File: src/rfcc_pkg.sv
`timescale 1ns / 1ps
// ----------------------------------------------------------------------------
// rfcc_pkg
// Shared types and constants of the rgb frequency color classifier.
// ----------------------------------------------------------------------------
package rfcc_pkg;

	localparam int FREQ_BITS_DEF = 20;
	localparam int LEVEL_BITS    = 8;
	localparam int CFG_IDX_BITS  = 3;
	// clamp/window stage, scale stage, one divide stage per level bit
	localparam int LANE_LAT      = LEVEL_BITS + 2;
	localparam int MERGE_LAT     = 2;

	localparam int RED_LOW_RST    = 9000;
	localparam int RED_HIGH_RST   = 40000;
	localparam int GREEN_LOW_RST  = 8000;
	localparam int GREEN_HIGH_RST = 35000;
	localparam int BLUE_LOW_RST   = 7000;
	localparam int BLUE_HIGH_RST  = 36000;

	typedef enum logic [CFG_IDX_BITS-1:0] {
		REG_RED_LOW    = 3'd0,
		REG_RED_HIGH   = 3'd1,
		REG_GREEN_LOW  = 3'd2,
		REG_GREEN_HIGH = 3'd3,
		REG_BLUE_LOW   = 3'd4,
		REG_BLUE_HIGH  = 3'd5
	} cfg_reg_t;

	typedef enum logic [3:0] {
		CLS_BLACK   = 4'd0,
		CLS_WHITE   = 4'd1,
		CLS_GREY    = 4'd2,
		CLS_RED     = 4'd3,
		CLS_BLUE    = 4'd4,
		CLS_GREEN   = 4'd5,
		CLS_YELLOW  = 4'd6,
		CLS_ORANGE  = 4'd7,
		CLS_PURPLE  = 4'd8,
		CLS_BROWN   = 4'd9,
		CLS_UNKNOWN = 4'd10
	} color_class_t;

	typedef struct packed {
		logic [LEVEL_BITS-1:0] red;
		logic [LEVEL_BITS-1:0] green;
		logic [LEVEL_BITS-1:0] blue;
		color_class_t          cls;
	} result_t;

endpackage

File: src/rfcc_lane.sv
`timescale 1ns / 1ps
// ----------------------------------------------------------------------------
// rfcc_lane
// One color channel: clamp to the calibration window, scale by 255 and
// divide by the window width in a pipelined restoring divider.
// ----------------------------------------------------------------------------
module rfcc_lane #(
	parameter int FREQ_BITS = rfcc_pkg::FREQ_BITS_DEF
) (
	input  logic                               clk,
	input  logic [FREQ_BITS-1:0]               freq,
	input  logic [FREQ_BITS-1:0]               low_hz,
	input  logic [FREQ_BITS-1:0]               high_hz,
	output logic [rfcc_pkg::LEVEL_BITS-1:0]    level
);
	import rfcc_pkg::*;

	localparam int W  = FREQ_BITS;
	localparam int L  = LEVEL_BITS;
	localparam int NW = W + L;

	logic [W-1:0]  clamped;
	logic [W-1:0]  diff_s1;
	logic [W-1:0]  den_s1;

	logic [NW-1:0] rem_s [0:L];
	logic [W-1:0]  dv_s  [0:L];
	logic [L-1:0]  quo_s [0:L];

	always_comb begin
		if (freq < low_hz) begin
			clamped = low_hz;
		end else if (freq > high_hz) begin
			clamped = high_hz;
		end else begin
			clamped = freq;
		end
	end

	// empty window gives 0 / 1 so the divider returns zero
	always_ff @(posedge clk) begin
		if (high_hz <= low_hz) begin
			diff_s1 <= '0;
			den_s1  <= {{(W-1){1'b0}}, 1'b1};
		end else begin
			diff_s1 <= clamped - low_hz;
			den_s1  <= high_hz - low_hz;
		end
	end

	// diff * 255 as diff * 256 - diff
	always_ff @(posedge clk) begin
		rem_s[0] <= {diff_s1, {L{1'b0}}} - {{L{1'b0}}, diff_s1};
		dv_s[0]  <= den_s1;
		quo_s[0] <= '0;
	end

	for (genvar j = 0; j < L; j++) begin : g_div
		localparam int K = L - 1 - j;
		logic [NW-1:0] sub;
		logic          ge;
		logic [L-1:0]  qbit;

		assign sub  = {{L{1'b0}}, dv_s[j]} << K;
		assign ge   = rem_s[j] >= sub;
		assign qbit = L'(ge) << K;

		always_ff @(posedge clk) begin
			rem_s[j+1] <= ge ? rem_s[j] - sub : rem_s[j];
			dv_s[j+1]  <= dv_s[j];
			quo_s[j+1] <= quo_s[j] | qbit;
		end
	end

	assign level = quo_s[L];

endmodule

File: src/rfcc_merge.sv
`timescale 1ns / 1ps
// ----------------------------------------------------------------------------
// rfcc_merge
// Combines the three channel levels: max/min and rule hits, then the
// ordered rule list picks the color class.
// ----------------------------------------------------------------------------
module rfcc_merge (
	input  logic                            clk,
	input  logic                            arst_n,
	input  logic                            in_valid,
	input  logic [rfcc_pkg::LEVEL_BITS-1:0] red,
	input  logic [rfcc_pkg::LEVEL_BITS-1:0] green,
	input  logic [rfcc_pkg::LEVEL_BITS-1:0] blue,
	output logic                            done,
	output rfcc_pkg::result_t               result
);
	import rfcc_pkg::*;

	typedef struct packed {
		logic black;
		logic white;
		logic grey;
		logic red;
		logic blue;
		logic green;
		logic yellow;
		logic orange;
		logic purple;
		logic brown;
	} rule_hits_t;

	logic [LEVEL_BITS-1:0] mx;
	logic [LEVEL_BITS-1:0] mn;
	logic [LEVEL_BITS-1:0] span;
	rule_hits_t            hits;

	logic                  vld_s1;
	rule_hits_t            hits_s1;
	logic [LEVEL_BITS-1:0] red_s1;
	logic [LEVEL_BITS-1:0] green_s1;
	logic [LEVEL_BITS-1:0] blue_s1;
	color_class_t          cls;

	logic                  done_q;
	result_t               result_q;

	always_comb begin
		mx = red;
		mn = red;
		if (green > mx) begin
			mx = green;
		end
		if (blue > mx) begin
			mx = blue;
		end
		if (green < mn) begin
			mn = green;
		end
		if (blue < mn) begin
			mn = blue;
		end
		span = mx - mn;

		hits.black  = mx < 8'd40;
		hits.white  = (mx > 8'd200) && (span < 8'd30);
		hits.grey   = span < 8'd15;
		hits.red    = (red > 8'd180) && (green < 8'd80) && (blue < 8'd80);
		hits.blue   = (blue > 8'd150) && (red < 8'd80) && (green < 8'd120);
		hits.green  = (green > 8'd150) && (red < 8'd100) && (blue < 8'd120);
		hits.yellow = (red > 8'd180) && (green > 8'd160) && (blue < 8'd90);
		hits.orange = (red > 8'd180) && (green > 8'd80) && (green < 8'd140)
			&& (blue < 8'd80);
		hits.purple = (red > 8'd120) && (blue > 8'd140) && (green < 8'd90);
		hits.brown  = (red > 8'd120) && (green < 8'd100) && (blue < 8'd90);
	end

	always_ff @(posedge clk or negedge arst_n) begin
		if (!arst_n) begin
			vld_s1 <= 1'b0;
		end else begin
			vld_s1 <= in_valid;
		end
	end

	always_ff @(posedge clk) begin
		hits_s1  <= hits;
		red_s1   <= red;
		green_s1 <= green;
		blue_s1  <= blue;
	end

	// first matching rule wins
	always_comb begin
		priority if (hits_s1.black) begin
			cls = CLS_BLACK;
		end else if (hits_s1.white) begin
			cls = CLS_WHITE;
		end else if (hits_s1.grey) begin
			cls = CLS_GREY;
		end else if (hits_s1.red) begin
			cls = CLS_RED;
		end else if (hits_s1.blue) begin
			cls = CLS_BLUE;
		end else if (hits_s1.green) begin
			cls = CLS_GREEN;
		end else if (hits_s1.yellow) begin
			cls = CLS_YELLOW;
		end else if (hits_s1.orange) begin
			cls = CLS_ORANGE;
		end else if (hits_s1.purple) begin
			cls = CLS_PURPLE;
		end else if (hits_s1.brown) begin
			cls = CLS_BROWN;
		end else begin
			cls = CLS_UNKNOWN;
		end
	end

	always_ff @(posedge clk or negedge arst_n) begin
		if (!arst_n) begin
			done_q <= 1'b0;
		end else begin
			done_q <= vld_s1;
		end
	end

	always_ff @(posedge clk) begin
		result_q.red   <= red_s1;
		result_q.green <= green_s1;
		result_q.blue  <= blue_s1;
		result_q.cls   <= cls;
	end

	assign done   = done_q;
	assign result = result_q;

endmodule

File: src/rgb_frequency_color_classifier.sv
`timescale 1ns / 1ps
// ----------------------------------------------------------------------------
// rgb_frequency_color_classifier
// Scales three sensor frequencies to bytes and classifies the color.
// ----------------------------------------------------------------------------
// A request is taken in every cycle that start is high; busy is always low.
// The result of each request shows on the result ports with done high for
// one cycle, and the receiver has no way to hold it. Each request passes
// through the per-channel pipeline (window clamp, scale by 255, then an
// 8-stage restoring divider, one quotient bit per stage) followed by two
// merge stages for max/min and the rule list.
// The calibration window registers may be rewritten only when no request
// is in flight.
module rgb_frequency_color_classifier #(
	parameter int FREQ_BITS = rfcc_pkg::FREQ_BITS_DEF
) (
	input  logic                              clk,
	input  logic                              arst_n,
	input  logic                              start,
	output logic                              busy,
	input  logic [FREQ_BITS-1:0]              red_freq,
	input  logic [FREQ_BITS-1:0]              green_freq,
	input  logic [FREQ_BITS-1:0]              blue_freq,
	input  logic                              cfg_we,
	input  logic [rfcc_pkg::CFG_IDX_BITS-1:0] cfg_index,
	input  logic [FREQ_BITS-1:0]              cfg_data,
	output logic                              done,
	output logic [rfcc_pkg::LEVEL_BITS-1:0]   red_level,
	output logic [rfcc_pkg::LEVEL_BITS-1:0]   green_level,
	output logic [rfcc_pkg::LEVEL_BITS-1:0]   blue_level,
	output logic [3:0]                        color_class
);
	import rfcc_pkg::*;

	logic [FREQ_BITS-1:0]  red_low_q;
	logic [FREQ_BITS-1:0]  red_high_q;
	logic [FREQ_BITS-1:0]  green_low_q;
	logic [FREQ_BITS-1:0]  green_high_q;
	logic [FREQ_BITS-1:0]  blue_low_q;
	logic [FREQ_BITS-1:0]  blue_high_q;

	logic                  accept;
	logic [LANE_LAT-1:0]   vld_q;
	logic [LEVEL_BITS-1:0] red_lvl;
	logic [LEVEL_BITS-1:0] green_lvl;
	logic [LEVEL_BITS-1:0] blue_lvl;
	result_t               result;

	assign busy   = 1'b0;
	assign accept = start && !busy;

	always_ff @(posedge clk or negedge arst_n) begin
		if (!arst_n) begin
			red_low_q    <= FREQ_BITS'(RED_LOW_RST);
			red_high_q   <= FREQ_BITS'(RED_HIGH_RST);
			green_low_q  <= FREQ_BITS'(GREEN_LOW_RST);
			green_high_q <= FREQ_BITS'(GREEN_HIGH_RST);
			blue_low_q   <= FREQ_BITS'(BLUE_LOW_RST);
			blue_high_q  <= FREQ_BITS'(BLUE_HIGH_RST);
		end else if (cfg_we) begin
			unique case (cfg_index)
				REG_RED_LOW: begin
					red_low_q <= cfg_data;
				end
				REG_RED_HIGH: begin
					red_high_q <= cfg_data;
				end
				REG_GREEN_LOW: begin
					green_low_q <= cfg_data;
				end
				REG_GREEN_HIGH: begin
					green_high_q <= cfg_data;
				end
				REG_BLUE_LOW: begin
					blue_low_q <= cfg_data;
				end
				REG_BLUE_HIGH: begin
					blue_high_q <= cfg_data;
				end
				default: begin
				end
			endcase
		end
	end

	// request valid travels alongside the lane pipelines
	always_ff @(posedge clk or negedge arst_n) begin
		if (!arst_n) begin
			vld_q <= '0;
		end else begin
			vld_q <= {vld_q[LANE_LAT-2:0], accept};
		end
	end

	rfcc_lane #(.FREQ_BITS(FREQ_BITS)) u_lane_red (
		.clk     (clk),
		.freq    (red_freq),
		.low_hz  (red_low_q),
		.high_hz (red_high_q),
		.level   (red_lvl)
	);

	rfcc_lane #(.FREQ_BITS(FREQ_BITS)) u_lane_green (
		.clk     (clk),
		.freq    (green_freq),
		.low_hz  (green_low_q),
		.high_hz (green_high_q),
		.level   (green_lvl)
	);

	rfcc_lane #(.FREQ_BITS(FREQ_BITS)) u_lane_blue (
		.clk     (clk),
		.freq    (blue_freq),
		.low_hz  (blue_low_q),
		.high_hz (blue_high_q),
		.level   (blue_lvl)
	);

	rfcc_merge u_merge (
		.clk      (clk),
		.arst_n   (arst_n),
		.in_valid (vld_q[LANE_LAT-1]),
		.red      (red_lvl),
		.green    (green_lvl),
		.blue     (blue_lvl),
		.done     (done),
		.result   (result)
	);

	assign red_level   = result.red;
	assign green_level = result.green;
	assign blue_level  = result.blue;
	assign color_class = result.cls;

	a_fixed_latency: assert property (@(posedge clk) disable iff (!arst_n)
		accept |-> ##12 done)
		else $error("result strobe missing after request");

	a_class_range: assert property (@(posedge clk) disable iff (!arst_n)
		done |-> color_class <= CLS_UNKNOWN)
		else $error("class code out of range");

	a_black_dark: assert property (@(posedge clk) disable iff (!arst_n)
		(done && color_class == CLS_BLACK) |->
		(red_level < 8'd40 && green_level < 8'd40 && blue_level < 8'd40))
		else $error("black class with a bright channel");

	a_white_bright: assert property (@(posedge clk) disable iff (!arst_n)
		(done && color_class == CLS_WHITE) |->
		(red_level > 8'd170 && green_level > 8'd170 && blue_level > 8'd170))
		else $error("white class with a dim channel");

endmodule

File: config.mk
export PLATFORM = sky130hd
export DESIGN_NAME = rgb_frequency_color_classifier
export DESIGN_NICKNAME = d
export VERILOG_FILES = /design/src/rfcc_pkg.sv /design/src/rfcc_lane.sv /design/src/rfcc_merge.sv /design/src/rgb_frequency_color_classifier.sv
export SDC_FILE = /design/constraint.sdc
export NUM_CORES = 2
export LEC_CHECK = 0
export BUFFER_PORTS_ARGS = -buffer_cell sky130_fd_sc_hd__buf_4
export CAP_MARGIN = 20
export CORE_MARGIN = 4
export CORE_UTILIZATION = 55
export DETAILED_ROUTE_END_ITERATION = 8
export GPL_TIMING_DRIVEN = 0
export PLACE_DENSITY_LB_ADDON = 0.1
export SLEW_MARGIN = 20
export SYNTH_ARGS = -nofsm -noshare
export SYNTH_HDL_FRONTEND = slang
export SYNTH_SLANG_ARGS = --single-unit
File: constraint.sdc
create_clock -name clk -period 12.2 [get_ports clk]
set_input_delay 0.61 -clock clk [delete_from_list [all_inputs] [get_ports clk]]
set_output_delay 0.61 -clock clk [all_outputs]
set_load 0.1 [all_outputs]
==> run metrics <==
Post-synth EDFFs 0; Clock Sinks 1,574; share of the synthesized area in the top cell type 38.5%; Post-DP HPWL 133,000 um; Final Setup Violations 0; post-synthesis sequential area ratio 42.9%; pin count of the biggest net entering global routing 97; Worst Hold Class in -> reg; first-pass detailed-route iteration total 6; Setup crit start green_high_q[15]$_DFFE_PN1P_; share of layout cells above drive strength 1 6.72%; crit-path max FO 10; wire per inst 16.1 um; Via density 5.32; Clk Latency, worst-skew pair around 0.8 ns; Residual DRC 0; CP endpoint u_lane_green.diff_s1[18]$_SDFF_PP0_; nets slightly above 9,000; cell count after synthesis 8,159; fmax 144 MHz; drt total wl between 150,000 and 200,000 um; top post-synthesis cells by count dfxtp_1 (1,442), inv_1 (826), ha_1 (783); core area between 100,000 and 150,000 um^2; row cnt 135; Fin Clk Skew 0.0259 ns; number of global-route vias before repair 54,100; Placer Congestion 0.928; Netlist Area Pre-Place 75,000 um^2; Root Buffer clkbuf_16; Ys Warns 0; global-route wire length before repair 272,000 um; status finished, final reports clean; die footprint 142,000 um^2; post-synth cell types 86; Critical Path AT approximately 7.6 ns; R2R Path End u_lane_green.diff_s1[18]$_SDFF_PP0_; port buffer count 115; drt first-iter violations ~3,000; clk slew on worst S/H paths approximately 0.06 ns; Vias 55,100; Critical R2R Launch green_high_q[15]$_DFFE_PN1P_; CTS tree yes; RSZ-0062 raised after global routing no; antenna violations before repair 3; dominant cell type by area after synthesis dfxtp_1; Max H-tree Level 4; relative slew slack 29.1%; post-synthesis async set-or-reset flop share 8.39%; Reg area 32,200 um^2; Overflow after GRT 0; Tcrit/Tclk final between 50% and 60%; multi-input logic area 39,100 um^2; CTS Buf Count 159; Worst setup SP type flip-flop; final-report max-slew violation count 0; FF-to-FF path depth 25; Reg2Reg Setup Slack around 5.3 ns; Data required, critical path ~13 ns; Ports roughly 120; DRT antenna net count 0; post-synth net total 9,057; Hold Vio Cnt, Final 0; post-route setup TNS 0 ns; number of max-cap violations 0; Slew @ Worst Pin 1.05 ns; fillcell total 11,700; Synth-to-Final Area Change 11.7%; cell with the most instances after synthesis dfxtp_1; syn avg cell area between 9 and 10 um^2; FF+latch count, synth 1,574; critical path class reg -> reg; clock buffer depth 3; synth top area cells dfxtp_1 (38%), ha_1 (13%), a21oi_1 (4.2%), xnor2_1 (4.2%), inv_1 (4.1%); CP endpoint kind flip-flop; Initial Utilization between 50% and 60%; Final min period just under 7 ns; GRT Total Usage between 20 and 25%; die width 377 um; Synth Flop Type dfxtp_1; Die Y 377 um
[registers in the layout (all words and copies together) (netlist names), 28 cells and up]
name / flops
u_lane_blue.rem_s: 224
u_lane_green.rem_s: 224
u_lane_red.rem_s: 224
u_lane_blue.dv_s: 160
u_lane_green.dv_s: 160
u_lane_red.dv_s: 160
u_lane_blue.quo_s: 36
u_lane_green.quo_s: 36
u_lane_red.quo_s: 36
u_merge.result: 28
[area by class of cell]
class	count	share of cell area [%]
repair buffers	118	1.10
plain buffers	151	0.686
flip-flops and latches	1574	38.5
multi-input cells	5605	46.7
clock buffers	213	5.53
clock inverters	81	1.14
diodes	1	0.00299
well taps	1781	2.66
inverters	829	3.72
[metal layers]
metal  vias to the layer above  track usage [%]  share of wire, %
met5                         -                0                 0
met1                     24900             31.3                48
met2                      1144             37.9                44
met3                       344             3.22               3.6
li1                      28700                -                 -
met4                         0             8.65               3.6
[per-stage QoR]
| stage | hold WS (ns) | utilization, % | setup slack (ns) | cells | instance area, um^2 |
|---|---|---|---|---|---|
| detailed placement | 0.312 | 57.7 | 5.05 | 10100 | 78100 |
| global placement | 0.310 | 57.6 | 5.15 | 10100 | 78100 |
| global route | 0.0930 | 61.8 | 4.89 | 10400 | 83700 |
| finish | 0.135 | 61.8 | 5.28 | 10400 | 83700 |
| CTS | 0.0645 | 61.8 | 5.27 | 10400 | 83700 |
| floorplan | 0.310 | - | 6.36 | 8159 | 75000 |
[cells by family (layout without fill, tap and decap cells)]
| kind of cell | Yosys count | in the layout | synth area share (%) |
|---|---|---|---|
| AO/OA/AOI/OAI | 2018 | 2018 | 16.4 |
| XOR/XNOR | 566 | 566 | 6.61 |
| adder cells (fa/ha/maj) | 813 | 813 | 13.8 |
| buffers and inverters | 980 | 1392 | 4.91 |
| flip-flops | 1574 | 1574 | 42.9 |
| multiplexers | 140 | 140 | 2.06 |
| other | 1 | 2 | 0.00500 |
| AND/OR/NAND/NOR | 2067 | 2067 | 13.2 |
[timing repair]
item | 4_1_cts | 5_1_grt
gates resized for setup | 0 | 0
hold endpoints to repair | 37 | 0
hold buffers | 2 | 0
buffers inserted | 0 | 0
[cell usage in the layout (no fill, tap or decap), types with 101 or more instances in the layout]
| cell | netlist | routed |
|---|---|---|
| xnor2_1 | 358 | 358 |
| inv_1 | 826 | 826 |
| nor3_1 | 150 | 150 |
| nand3_1 | 101 | 101 |
| dfxtp_1 | 1442 | 1442 |
| nand2b_1 | 121 | 121 |
| nor2_1 | 631 | 631 |
| clkbuf_16 | 0 | 165 |
| nor2b_1 | 104 | 104 |
| nand2_1 | 551 | 551 |
| a21oi_1 | 633 | 633 |
| xor2_1 | 208 | 208 |
| clkbuf_1 | 139 | 155 |
| ha_1 | 783 | 783 |
| o21ai_0 | 489 | 489 |
| buf_4 | 1 | 115 |
| a21o_1 | 291 | 291 |
[worst min path at each step]
| stage | start | end | depth (start not counted) |
|---|---|---|---|
| CTS | cfg_data[6] | blue_low_q[6]$_DFFE_PN1P_ | 3 |
| detailed placement | u_lane_blue.den_s1[3]$_SDFF_PP0_ | u_lane_blue.dv_s[0][3]$_DFF_P_ | 0 |
| finish | cfg_data[6] | blue_low_q[6]$_DFFE_PN1P_ | 3 |
| global route | cfg_data[6] | blue_low_q[6]$_DFFE_PN1P_ | 3 |
| global placement | u_lane_red.quo_s[0][59]$_DFF_P_ | u_lane_red.quo_s[1][3]$_DFF_P_ | 0 |
| floorplan | arst_n | blue_high_q[0]$_DFFE_PN0P_ | 0 |
[critical path, cell delays in order, from the launching register on]
cell	delay (ns)
dfstp_2	0.57
inv_1	0.06
ha_1	0.30
nand2_1	0.05
or3_1	0.38
or4_1	0.56
or2_1	0.27
nor2b_1	0.15
a22oi_2	0.26
clkbuf_1	0.40
clkbuf_1	0.41
nor2_1	0.07
a21oi_1	0.19
o21ai_1	0.17
fa_1	0.46
a21o_1	0.19
a21oi_1	0.27
o21ai_0	0.13
a31o_2	0.28
a22o_1	0.20
o41ai_1	0.58
o21ai_1	0.21
nor4_1	0.27
o21bai_1	0.12
xnor2_1	0.18
nor2_1	0.06
Power is left out: the tool's default activity adds up to more than one toggle a clock period on the data nets, which glitch-free logic cannot reach.
